$ cat config.mk
export PLATFORM = sky130hd
export DESIGN_NAME = growing_need_roulette_selector_flat
export DESIGN_NICKNAME = d
export VERILOG_FILES = /design/src/hdl/gnrs_pkg.sv /design/src/hdl/gnrs_if.sv /design/src/hdl/growing_need_roulette_selector.sv /design/src/flat_wrapper.sv
export SDC_FILE = /design/constraint.sdc
export NUM_CORES = 2
export LEC_CHECK = 0
export BUFFER_PORTS_ARGS = -buffer_cell sky130_fd_sc_hd__buf_2
export CORE_MARGIN = 5
export CORE_UTILIZATION = 55
export CTS_CLUSTER_DIAMETER = 30
export DETAILED_ROUTE_END_ITERATION = 7
export HOLD_SLACK_MARGIN = 0.02
export PLACE_DENSITY = 0.81
export SKIP_CTS_REPAIR_TIMING = 1
export SLEW_MARGIN = 10
export SYNTH_ARGS = -nofsm -noshare
export SYNTH_HDL_FRONTEND = slang
export SYNTH_SLANG_ARGS = --single-unit
$ cat constraint.sdc
create_clock -name clk -period 21.9 [get_ports clk]
set_input_delay 3.285 -clock clk [delete_from_list [all_inputs] [get_ports clk]]
set_output_delay 3.285 -clock clk [all_outputs]
set_load 0.02 [all_outputs]
$ cat src/hdl/gnrs_pkg.sv
// Shared types and constants for the growing-need roulette selector.
// No dependencies; the interfaces and the top level import this package.
`timescale 1ns / 1ps
`default_nettype none

package gnrs_pkg;

    // Field widths
    localparam int LEVEL_W  = 32;
    localparam int TOTAL_W  = 35;
    localparam int TIMER_W  = 17;
    localparam int DELTA_W  = 10;
    localparam int RAND_W   = 32;
    localparam int RATE_W   = 8;
    localparam int SLOT_W   = 3;
    localparam int PERIOD_W = 16;
    localparam int CFG_W    = 64;
    localparam int CFG_IDX_W = 1;

    // Configuration register indexes
    localparam logic [CFG_IDX_W-1:0] REG_RATE_TABLE = 1'd0;
    localparam logic [CFG_IDX_W-1:0] REG_PERIOD_MS  = 1'd1;

    // Register reset values
    localparam logic [CFG_W-1:0]    RATE_TABLE_RESET = 64'h0040_300D_3326_6040;
    localparam logic [PERIOD_W-1:0] PERIOD_RESET     = 16'd3000;

    typedef logic [LEVEL_W-1:0] level_t;
    typedef logic [TOTAL_W-1:0] total_t;

endpackage

`default_nettype wire

$ cat src/hdl/gnrs_if.sv
// Valid/ready channel interfaces for the selector: tick requests, results and
// configuration writes. Depends on gnrs_pkg.
`timescale 1ns / 1ps
`default_nettype none

// Tick request channel
interface gnrs_in_if;
    import gnrs_pkg::*;
    logic                valid;
    logic                ready;
    logic [DELTA_W-1:0]  delta_ms;
    logic [RAND_W-1:0]   random_word;

    modport source (output valid, delta_ms, random_word, input ready);
    modport sink   (input valid, delta_ms, random_word, output ready);
endinterface

// Result channel
interface gnrs_out_if;
    import gnrs_pkg::*;
    logic                valid;
    logic                ready;
    logic                selected;
    logic [SLOT_W-1:0]   chosen_slot;
    logic [LEVEL_W-1:0]  chosen_level;

    modport source (output valid, selected, chosen_slot, chosen_level, input ready);
    modport sink   (input valid, selected, chosen_slot, chosen_level, output ready);
endinterface

// Configuration write channel
interface gnrs_cfg_if;
    import gnrs_pkg::*;
    logic                  valid;
    logic                  ready;
    logic [CFG_IDX_W-1:0]  reg_index;
    logic [CFG_W-1:0]      reg_data;

    modport source (output valid, reg_index, reg_data, input ready);
    modport sink   (input valid, reg_index, reg_data, output ready);
endinterface

`default_nettype wire

$ cat src/hdl/growing_need_roulette_selector.sv
// Growing-need roulette selector: per-slot need levels, period timer and
// proportionate draw. Depends on gnrs_pkg and the interfaces in gnrs_if.sv.
//
// Usage:
//   item_in    - tick request: delta_ms elapsed and a 32-bit random word.
//   result_out - exactly one result per tick: selected, chosen_slot and
//                chosen_level (all zero when no slot was picked).
//   cfg        - register writes (0: rate_table, 1: period_ms); always ready.
//   Writes are expected only while no tick is in flight.
// Timing: one tick is in work at a time and item_in.ready is low meanwhile.
//   Growth visits the slots in turn, a multiply state and an add state each, through
//   the shared multiplier; then a timer state and a hand-off state follow. A draw
//   adds a multiply state and a sum state, then walks the slots up to the pick or
//   the last slot. The next tick can be taken in the cycle after the result loads.
//   The result sits in an output register; the next tick is accepted while it
//   waits, and a finished tick holds in its last step until that register
//   frees up when result_out stalls.
// Reset: levels, total and timer clear; rate_table and period_ms return to
//   their defaults; no result is pending.
`timescale 1ns / 1ps
`default_nettype none

module growing_need_roulette_selector #(
    parameter int SLOT_COUNT = 8
) (
    input  wire logic   clk,
    input  wire logic   rst_n,
    gnrs_in_if.sink     item_in,
    gnrs_out_if.source  result_out,
    gnrs_cfg_if.sink    cfg
);
    import gnrs_pkg::*;

    localparam int IDX_W = (SLOT_COUNT > 1) ? $clog2(SLOT_COUNT) : 1;
    localparam logic [IDX_W-1:0] LAST_SLOT = IDX_W'(SLOT_COUNT - 1);

    // Sequencer states
    localparam logic [2:0] ST_IDLE     = 3'd0;
    localparam logic [2:0] ST_GROW_MUL = 3'd1;
    localparam logic [2:0] ST_GROW_ADD = 3'd2;
    localparam logic [2:0] ST_TIMER    = 3'd3;
    localparam logic [2:0] ST_DRAW_MUL = 3'd4;
    localparam logic [2:0] ST_DRAW_SUM = 3'd5;
    localparam logic [2:0] ST_WALK     = 3'd6;
    localparam logic [2:0] ST_FIN      = 3'd7;

    logic [2:0]          state_reg, state_next;
    logic [IDX_W-1:0]    idx_reg, idx_next;
    logic [DELTA_W-1:0]  delta_reg, delta_next;
    logic [RAND_W-1:0]   rnd_reg, rnd_next;
    logic [CFG_W-1:0]    rate_table_reg, rate_table_next;
    logic [PERIOD_W-1:0] period_reg, period_next;
    level_t              level_reg [SLOT_COUNT];
    level_t              level_wdata;
    logic                level_we;
    total_t              total_reg, total_next;
    logic [TIMER_W-1:0]  timer_reg, timer_next;
    logic [63:0]         mul_reg, mul_next;
    total_t              draw_reg, draw_next;
    logic                res_sel_reg, res_sel_next;
    logic [SLOT_W-1:0]   res_slot_reg, res_slot_next;
    level_t              res_level_reg, res_level_next;
    logic                out_valid_reg, out_valid_next;
    logic                out_sel_reg, out_sel_next;
    logic [SLOT_W-1:0]   out_slot_reg, out_slot_next;
    level_t              out_level_reg, out_level_next;

    // Shared datapath signals
    logic [31:0]         mul_a, mul_b;
    level_t              cur_level;
    logic [RATE_W-1:0]   cur_rate;
    logic [LEVEL_W:0]    grow_sum;
    level_t              grow_level;
    logic [TIMER_W:0]    timer_sum;
    logic [TIMER_W-1:0]  timer_sat;
    logic                timer_fire;
    total_t              hi_prod;
    total_t              cur_level_ext;
    logic                in_take, out_take, cfg_take;

    assign item_in.ready = (state_reg == ST_IDLE);
    assign cfg.ready     = 1'b1;
    assign in_take       = item_in.valid && item_in.ready;
    assign cfg_take      = cfg.valid;
    assign out_take      = out_valid_reg && result_out.ready;

    assign result_out.valid        = out_valid_reg;
    assign result_out.selected     = out_sel_reg;
    assign result_out.chosen_slot  = out_slot_reg;
    assign result_out.chosen_level = out_level_reg;

    // Slot under the walking index
    assign cur_level     = level_reg[idx_reg];
    assign cur_rate      = rate_table_reg[RATE_W*idx_reg +: RATE_W];
    assign cur_level_ext = TOTAL_W'(cur_level);

    // Shared multiplier operands: rate*delta during growth, total*random for draw
    always_comb
    begin
        if (state_reg == ST_GROW_MUL)
        begin
            mul_a = 32'(cur_rate);
            mul_b = 32'(delta_reg);
        end
        else
        begin
            mul_a = total_reg[31:0];
            mul_b = rnd_reg;
        end
    end

    // Saturating level growth
    assign grow_sum   = {1'b0, cur_level} + (LEVEL_W+1)'(mul_reg[DELTA_W+RATE_W-1:0]);
    assign grow_level = grow_sum[LEVEL_W] ? '1 : grow_sum[LEVEL_W-1:0];

    // Saturating timer and period compare
    assign timer_sum  = {1'b0, timer_reg} + (TIMER_W+1)'(delta_reg);
    assign timer_sat  = timer_sum[TIMER_W] ? '1 : timer_sum[TIMER_W-1:0];
    assign timer_fire = (timer_sat >= TIMER_W'(period_reg));

    // Upper total bits times random word, by shift-add over three bits
    assign hi_prod = (total_reg[32] ? TOTAL_W'(rnd_reg)         : '0)
                   + (total_reg[33] ? (TOTAL_W'(rnd_reg) << 1)  : '0)
                   + (total_reg[34] ? (TOTAL_W'(rnd_reg) << 2)  : '0);

    // Sequencer and datapath next state
    always_comb
    begin
        state_next      = state_reg;
        idx_next        = idx_reg;
        delta_next      = delta_reg;
        rnd_next        = rnd_reg;
        total_next      = total_reg;
        timer_next      = timer_reg;
        mul_next        = mul_reg;
        draw_next       = draw_reg;
        res_sel_next    = res_sel_reg;
        res_slot_next   = res_slot_reg;
        res_level_next  = res_level_reg;
        level_we        = 1'b0;
        level_wdata     = grow_level;
        out_valid_next  = out_take ? 1'b0 : out_valid_reg;
        out_sel_next    = out_sel_reg;
        out_slot_next   = out_slot_reg;
        out_level_next  = out_level_reg;

        unique case (state_reg)
            ST_IDLE:
            begin
                if (in_take)
                begin
                    delta_next     = item_in.delta_ms;
                    rnd_next       = item_in.random_word;
                    idx_next       = '0;
                    res_sel_next   = 1'b0;
                    res_slot_next  = '0;
                    res_level_next = '0;
                    state_next     = ST_GROW_MUL;
                end
            end
            ST_GROW_MUL:
            begin
                mul_next   = mul_a * mul_b;
                state_next = ST_GROW_ADD;
            end
            ST_GROW_ADD:
            begin
                level_we    = 1'b1;
                level_wdata = grow_level;
                total_next  = total_reg + TOTAL_W'(grow_level - cur_level);
                if (idx_reg == LAST_SLOT)
                begin
                    idx_next   = '0;
                    state_next = ST_TIMER;
                end
                else
                begin
                    idx_next   = idx_reg + 1'b1;
                    state_next = ST_GROW_MUL;
                end
            end
            ST_TIMER:
            begin
                if (timer_fire)
                begin
                    timer_next = timer_sat - TIMER_W'(period_reg);
                    state_next = (total_reg != '0) ? ST_DRAW_MUL : ST_FIN;
                end
                else
                begin
                    timer_next = timer_sat;
                    state_next = ST_FIN;
                end
            end
            ST_DRAW_MUL:
            begin
                mul_next   = mul_a * mul_b;
                state_next = ST_DRAW_SUM;
            end
            ST_DRAW_SUM:
            begin
                draw_next  = hi_prod + TOTAL_W'(mul_reg[63:32]);
                idx_next   = '0;
                state_next = ST_WALK;
            end
            ST_WALK:
            begin
                if (draw_reg < cur_level_ext)
                begin
                    res_sel_next   = 1'b1;
                    res_slot_next  = SLOT_W'(idx_reg);
                    res_level_next = cur_level;
                    level_we       = 1'b1;
                    level_wdata    = '0;
                    total_next     = total_reg - cur_level_ext;
                    state_next     = ST_FIN;
                end
                else
                begin
                    draw_next = draw_reg - cur_level_ext;
                    if (idx_reg == LAST_SLOT)
                        state_next = ST_FIN;
                    else
                        idx_next = idx_reg + 1'b1;
                end
            end
            ST_FIN:
            begin
                // Hand off once the output register is free
                if (!out_valid_reg || result_out.ready)
                begin
                    out_valid_next = 1'b1;
                    out_sel_next   = res_sel_reg;
                    out_slot_next  = res_slot_reg;
                    out_level_next = res_level_reg;
                    state_next     = ST_IDLE;
                end
            end
            default:
            begin
                state_next = ST_IDLE;
            end
        endcase
    end

    // Configuration register decode
    always_comb
    begin
        rate_table_next = rate_table_reg;
        period_next     = period_reg;
        if (cfg_take)
        begin
            unique case (cfg.reg_index)
                REG_RATE_TABLE: rate_table_next = cfg.reg_data;
                REG_PERIOD_MS:  period_next     = cfg.reg_data[PERIOD_W-1:0];
                default:        rate_table_next = rate_table_reg;
            endcase
        end
    end

    // Control and state registers
    always_ff @(posedge clk or negedge rst_n)
    begin
        if (!rst_n)
        begin
            state_reg      <= ST_IDLE;
            idx_reg        <= '0;
            rate_table_reg <= RATE_TABLE_RESET;
            period_reg     <= PERIOD_RESET;
            total_reg      <= '0;
            timer_reg      <= '0;
            out_valid_reg  <= 1'b0;
            for (int i = 0; i < SLOT_COUNT; i++)
                level_reg[i] <= '0;
        end
        else
        begin
            state_reg      <= state_next;
            idx_reg        <= idx_next;
            rate_table_reg <= rate_table_next;
            period_reg     <= period_next;
            total_reg      <= total_next;
            timer_reg      <= timer_next;
            out_valid_reg  <= out_valid_next;
            if (level_we)
                level_reg[idx_reg] <= level_wdata;
        end
    end

    // Payload registers
    always_ff @(posedge clk)
    begin
        delta_reg     <= delta_next;
        rnd_reg       <= rnd_next;
        mul_reg       <= mul_next;
        draw_reg      <= draw_next;
        res_sel_reg   <= res_sel_next;
        res_slot_reg  <= res_slot_next;
        res_level_reg <= res_level_next;
        out_sel_reg   <= out_sel_next;
        out_slot_reg  <= out_slot_next;
        out_level_reg <= out_level_next;
    end

endmodule

`default_nettype wire
$ cat src/flat_wrapper.sv
// flat-port wrapper written by rule: the top's interface ports become plain ports
module growing_need_roulette_selector_flat import gnrs_pkg::*;
#(
    parameter int SLOT_COUNT = 8
)
  (clk, rst_n, item_in_valid, item_in_delta_ms, item_in_random_word, item_in_ready, result_out_valid, result_out_selected, result_out_chosen_slot, result_out_chosen_level, result_out_ready, cfg_valid, cfg_reg_index, cfg_reg_data, cfg_ready);
  gnrs_in_if item_in_i ();
  gnrs_out_if result_out_i ();
  gnrs_cfg_if cfg_i ();
  input  wire logic clk;
  input  wire logic rst_n;
  input wire logic [$bits(item_in_i.valid)-1:0] item_in_valid;
  input wire logic [$bits(item_in_i.delta_ms)-1:0] item_in_delta_ms;
  input wire logic [$bits(item_in_i.random_word)-1:0] item_in_random_word;
  output wire logic [$bits(item_in_i.ready)-1:0] item_in_ready;
  output wire logic [$bits(result_out_i.valid)-1:0] result_out_valid;
  output wire logic [$bits(result_out_i.selected)-1:0] result_out_selected;
  output wire logic [$bits(result_out_i.chosen_slot)-1:0] result_out_chosen_slot;
  output wire logic [$bits(result_out_i.chosen_level)-1:0] result_out_chosen_level;
  input wire logic [$bits(result_out_i.ready)-1:0] result_out_ready;
  input wire logic [$bits(cfg_i.valid)-1:0] cfg_valid;
  input wire logic [$bits(cfg_i.reg_index)-1:0] cfg_reg_index;
  input wire logic [$bits(cfg_i.reg_data)-1:0] cfg_reg_data;
  output wire logic [$bits(cfg_i.ready)-1:0] cfg_ready;
  assign item_in_i.valid = item_in_valid;
  assign item_in_i.delta_ms = item_in_delta_ms;
  assign item_in_i.random_word = item_in_random_word;
  assign item_in_ready = item_in_i.ready;
  assign result_out_valid = result_out_i.valid;
  assign result_out_selected = result_out_i.selected;
  assign result_out_chosen_slot = result_out_i.chosen_slot;
  assign result_out_chosen_level = result_out_i.chosen_level;
  assign result_out_i.ready = result_out_ready;
  assign cfg_i.valid = cfg_valid;
  assign cfg_i.reg_index = cfg_reg_index;
  assign cfg_i.reg_data = cfg_reg_data;
  assign cfg_ready = cfg_i.ready;
  growing_need_roulette_selector #(.SLOT_COUNT(SLOT_COUNT)) u_core (.clk(clk), .rst_n(rst_n), .item_in(item_in_i), .result_out(result_out_i), .cfg(cfg_i));
endmodule
# Yosys cells after proc, flatten, opt, wreduce, memory -nomap -nowiden
# Cells that the tools add are included.
# classes
addsub	11
reduce_logical	21
n_mux	46
shift	1
order_cmp	4
multipliers	1
n_eq_ne	14
bitwise_logic	2
# ops
operator	count
$mux W32	11
$bwmux W256	1
$pmux W35 S2	2
$add A35 B35 Y35	3
$bmux W32 S3	1
$demux W32 S3	1
$mux W35	2
$sub A35 B32 Y35	2
$mul A32 B32 Y64	1
$pmux W32 S2	1
$shiftx A64 B7 Y8	1
$add A35 B32 Y35	1
$lt A35 B32 Y1	1
$reduce_bool A35 Y1	1
$mux W17	2
$mux W34	1
$add A32 B18 Y33	1
$mux W33	1
$sub A32 B32 Y33	1
$mux W3	10
$pmux W3 S8	1
$add A17 B10 Y18	1
$ge A17 B16 Y1	1
$sub A17 B16 Y17	1
other kinds (26)	51
# word_totals
output_inout_bits	39
in_bits	112
ff_bits	608
wordCells	125

# Longest topological paths before layout
# depth
depth_word	9
ltp_mapped	50
depth_no_buf	43

# Worst setup path after synthesis
# Ideal clock, no wire load.
# synth_timing
path_kind	reg2reg
startpoint	register u_core.idx_reg[2]
endpoint	register u_core.total_reg[34]
setup_ns	0.069
t_required_ns	21.831
path_buffers	7
arrival_ns	9.761
period_less_slack_ns	9.831
stages_incl_launch_ff	47
path_slack_ns	12.069
cell_sequence	dfrtp_1 > buf_2 > buf_6 > buf_2 > buf_1 > nor2_1 > clkbuf_1 > a22oi_1 > and3_1 > inv_1 > fa_1 > a211oi_1 > o211ai_1 > nand2b_1 > nand3_1 > a21boi_4 > nand2_4 > clkbuf_1 > (+11 left out) > xor2_1 > or4_4 > and2b_1 > xnor2_1 > a21oi_1 > ha_1 > a21o_1 > or3b_2 > o21ai_0 > a211oi_1 > nor2_1 > a21oi_1 > a21oi_1 > o21bai_1 > a21o_1 > or4_1 > o211a_1 > nand3_1
# synth_between
elab_chain_len	9
word_cells_on_any_way	14
classes_between	add/sub: 4; order compare: 1; eq/ne: 1; mux: 6; bitwise: 1; reduce/logical: 1
# synth_rtl
element	line_no	text
start: declaration	growing_need_roulette_selector.sv:48	logic [IDX_W-1:0] idx_reg, idx_next;
start signal: assignment	growing_need_roulette_selector.sv:279	idx_reg <= idx_next;
$not A3 Y4 (implied by the code) *	growing_need_roulette_selector.sv:93	assign cur_level = level_reg[idx_reg];
$bmux W32 S3 *	growing_need_roulette_selector.sv:93	
$mux W32 (implied by the code) * (2 in a row)	growing_need_roulette_selector.sv:93	
named net u_core.cur_level[1]	growing_need_roulette_selector.sv:70	level_t cur_level;
$add A32 B18 Y33	growing_need_roulette_selector.sv:113	assign grow_sum = {1'b0, cur_level} + (LEVEL_W+1)'(mul_reg[DELTA_W+RATE_W-1:0]);
$mux W32	growing_need_roulette_selector.sv:114	assign grow_level = grow_sum[LEVEL_W] ? '1 : grow_sum[LEVEL_W-1:0];
$sub A32 B32 Y33	growing_need_roulette_selector.sv:170	total_next = total_reg + TOTAL_W'(grow_level - cur_level);
$add A35 B35 Y35	growing_need_roulette_selector.sv:170	
$pmux W35 S2	growing_need_roulette_selector.sv:147	unique case (state_reg)
end signal: assignment	growing_need_roulette_selector.sv:282	total_reg <= total_next;
end: declaration	growing_need_roulette_selector.sv:56	total_t total_reg, total_next;
# The timed path passes the listed nets; every way through them passes the cells marked *. The select of a mux whose other input is x is not followed.
# A chain may end at the register's enable or synchronous reset.

# Final worst setup path
# layout_timing
startpoint	register u_core.state_reg[2]
endpoint	register u_core.mul_reg[63] (data pin)
# layout_between
elab_chain_len	3
word_cells_on_any_way	4
classes_between	mul: 1; eq/ne: 1; mux: 2
# layout_rtl
element	line_no	text
start: declaration	growing_need_roulette_selector.sv:47	logic [2:0] state_reg, state_next;
start signal: assignment	growing_need_roulette_selector.sv:278	state_reg <= state_next;
$eq A3 B1 Y1 *	growing_need_roulette_selector.sv:100, growing_need_roulette_selector.sv:147	
$mux W32	growing_need_roulette_selector.sv:100	if (state_reg == ST_GROW_MUL)
$mul A32 B32 Y64 *	growing_need_roulette_selector.sv:163, growing_need_roulette_selector.sv:197	
end signal: assignment	growing_need_roulette_selector.sv:295	mul_reg <= mul_next;
end: declaration	growing_need_roulette_selector.sv:58	logic [63:0] mul_reg, mul_next;
# Mark *: on every way between the ends. The rest lies on a longest branch, timed or not.

==> results.tsv <==
stage	metric	value	unit
outcome	status	finished, final reports clean	
clocking	CTS max path bufs	3	
placement	IO Port Bufs	149	
layout	Layout area overhead	9.84	%
logic_synthesis	post-synth top area share	0.285	
clocking	Root Driver	clkbuf_16	
layout	Seq. cell area	15900	um^2
sta	max_slew headroom	0.0733	
logic_synthesis	leading area contributor after synthesis	fa_1	
global_route	GRT Util Overall	0.327	
logic_synthesis	syn avg cell area	9.29	um^2
clocking	clock sink count	594	
worst_setup_path	crit-path leading delay family	adder cells	
worst_setup_path	crit-path most repeated cell	fa_1	
logic_synthesis	Seq/Total Area, Yosys	0.235	
worst_setup_path	WS Path Type	register to register	
logic_synthesis	Synth Cell Area	67600	um^2
global_route	largest net degree at the start of global routing	128	
sta	final hold vios	0	
logic_synthesis	Synth async-reset ratio	0.665	
sta	fin crit share	0.589	
global_route	total grt overflow	0	
detailed_routing	DR top layer	met5	
floorplan	die area	130000	um^2
clocking	clock transition at the registers of the reported paths	0.05	ns
floorplan	FP Rows	128	
worst_setup_path	worst reg-to-reg path cell count	35	
detailed_routing	number of remaining DRC errors	0	
clocking	CTS Buf Count	117	
layout	Largest register FFs	256	
logic_synthesis	Yosys warning count	0	
detailed_routing	metal2 WL	93.7	mm
sta	RSZ-0062 raised after global routing	no	
detailed_routing	Routed WL	213	mm
global_route	first-pass GRT wire length	330	mm
detailed_routing	via density per instance	6.08	
floorplan	Die Ht	361	um
global_route	initial antenna violation count	10	
worst_setup_path	CP startpoint kind	register	
worst_hold_path	Hold Crit Start	u_core.res_level_reg[11]	
sta	Layout Skew	0.0795	ns
floorplan	I/O pin cnt	151	
logic_synthesis	Post-synth top flop	dfrtp_1	
worst_setup_path	R2R Setup Slk	9.01	ns
logic_synthesis	top cells by area, synth	fa_1 29%, dfrtp_1 14%, edfxtp_1 8.8%	
run	max-cap violations	0	
worst_setup_path	Reg2Reg Capture Point	u_core.mul_reg[63]	
detailed_routing	ANT nets after route	0	
worst_setup_path	critical path endpoint category	register	
worst_hold_path	WHS Endpoint	u_core.result_out.chosen_level[11]	
worst_hold_path	min-delay worst type	register to register	
detailed_routing	drt wl/cell	23.6	um
clocking	H-tree levels	3	
sta	Tmin final	12.89	ns
layout	layout filler cell count	9822	
logic_synthesis	Post-synth EDFFs	199	
worst_setup_path	Worst path max stage delay	0.72	ns
global_route	vias in the first global route	57100	
worst_setup_path	Worst Path Required	22.33	ns
layout	area taken by multi-input logic gates	45900	um^2
worst_setup_path	Slowest-stage cell, CP	buf_4	
floorplan	core area	122000	um^2
clocking	worst skew pair latency	0.76	ns
detailed_routing	TritonRoute pass-1 iters	7	
worst_hold_path	hold path cells	0	
worst_setup_path	Crit Path Max Fanout	87	
sta	Worst-Margin Slew	1.39	ns
sta	Final Slew Violations	0	
placement	DPL Wire Length	155	mm
floorplan	initial core utilization	0.554	
worst_setup_path	worst r2r src	u_core.state_reg[2]	
floorplan	Chip Width	361	um
logic_synthesis	FF+latch count, synth	594	
layout	layout cells sized above 1	0.102	
sta	Final Setup Violations	0	
logic_synthesis	cells after synthesis	7278	
detailed_routing	WL met1	77.4	mm
layout	net count reported at finish	8810	
clocking	CTS tree	done	
sta	maximum clock frequency	0.0776	GHz
detailed_routing	routed vias	54900	
logic_synthesis	Cell variety after synth	107	
logic_synthesis	Mapped Nets	8795	
worst_setup_path	crit path DAT	13.32	ns
sta	setup TNS	0	ns
placement	routability cong.	0.984	
worst_setup_path	Buffers & Inverters on Critical Path	11	
detailed_routing	1st-iter DRT viols	5811	
detailed_routing	met3 WL	25.2	mm
## cell families after synthesis
family | count (synthesis) | synth area share
buffers and inverters | 1547 | 0.0877
AO/OA/AOI/OAI | 1113 | 0.101
adder cells (fa/ha/maj) | 1405 | 0.367
XOR/XNOR | 215 | 0.0278
multiplexers | 188 | 0.0344
AND/OR/NAND/NOR | 2215 | 0.148
flip-flops | 594 | 0.235
other | 1 | 0.0000554
## per-stage QoR
stage / hold slack, ns / setup WS, ns / utilization / instance area (um^2) / cells
global placement: 0.401 / 9.85 / 0.574 / 70000 / 8798
floorplan: 0.400 / 12.07 / - / 67600 / 7278
detailed placement: 0.405 / 9.42 / 0.574 / 70000 / 8798
finish: 0.404 / 9.01 / 0.609 / 74300 / 9031
global route: 0.424 / 8.51 / 0.609 / 74300 / 9026
CTS: 0.416 / 9.33 / 0.608 / 74300 / 9022
## area by class of cell
class / count / area share
Antenna cell: 8 / 0.000269
Sequential cell: 594 / 0.214
Clock buffer: 139 / 0.0434
Multi-Input combinational cell: 5137 / 0.618
Timing Repair Buffer: 289 / 0.0244
Clock inverter: 85 / 0.0139
Inverter: 1154 / 0.0583
Tap cell: 1625 / 0.0274
## cells in the final DEF, fill, tap and decap left out, drive strengths merged, types with 38 or more instances in the layout
master / instances
edfxtp: 199
fa: 964
dfrtp: 372
and3: 233
nand2b: 38
a21o: 104
clkbuf: 139
clkinv: 41
o21ai: 433
and2: 74
a21oi: 257
mux2i: 46
ha: 441
nor2: 200
nor3: 58
nand3: 67
nor2b: 38
inv: 1174
a22oi: 61
mux2: 122
xor2: 81
buf: 289
nand2: 1373
xnor2: 134
## how the worst max path moves through the flow
stage / cells past startpoint / startpoint / to / slack (ns)
finish: 35 / u_core.state_reg[2] / u_core.mul_reg[63] / 9.01
CTS: 36 / u_core.state_reg[2] / u_core.mul_reg[62] / 9.33
global route: 36 / u_core.state_reg[2] / u_core.mul_reg[62] / 8.51
detailed placement: 36 / u_core.state_reg[2] / u_core.mul_reg[62] / 9.42
floorplan: 46 / u_core.idx_reg[2] / u_core.total_reg[34] / 12.07
global placement: 35 / u_core.state_reg[2] / u_core.mul_reg[63] / 9.85
## cell usage after synthesis (66+ instances only)
master    count
xor2_1       81
xnor2_1     134
and3_1      233
fa_1        964
o21ai_0     428
a21oi_1     256
clkbuf_1    363
ha_1        441
nand3_1      66
a21o_1      104
nand2_1    1372
edfxtp_1    199
inv_1      1150
dfrtp_1     372
and2_1       68
mux2_2      120
nor2_1      199
## worst register-to-register path, delay by kind of cell, from the launching register on
kind | cells | cell delay (ns)
xor gates and xnor gates | 1 | 0.14
AOI/OAI and AO/OA | 7 | 2.05
buffers and inverters | 11 | 3.04
DFF | 1 | 0.69
adders and majority gates | 9 | 4.52
and+or+nand+nor | 7 | 2.12
## metal layers
metal | up-vias | track usage
met5 | - | 0
met4 | 2 | 0.204
met3 | 895 | 0.0802
met2 | 3466 | 0.500
met1 | 27100 | 0.419
li1 | 23400 | -
Power is not shown: default switching activity piles up to over one toggle a cycle in this logic, so the estimate is an artifact.
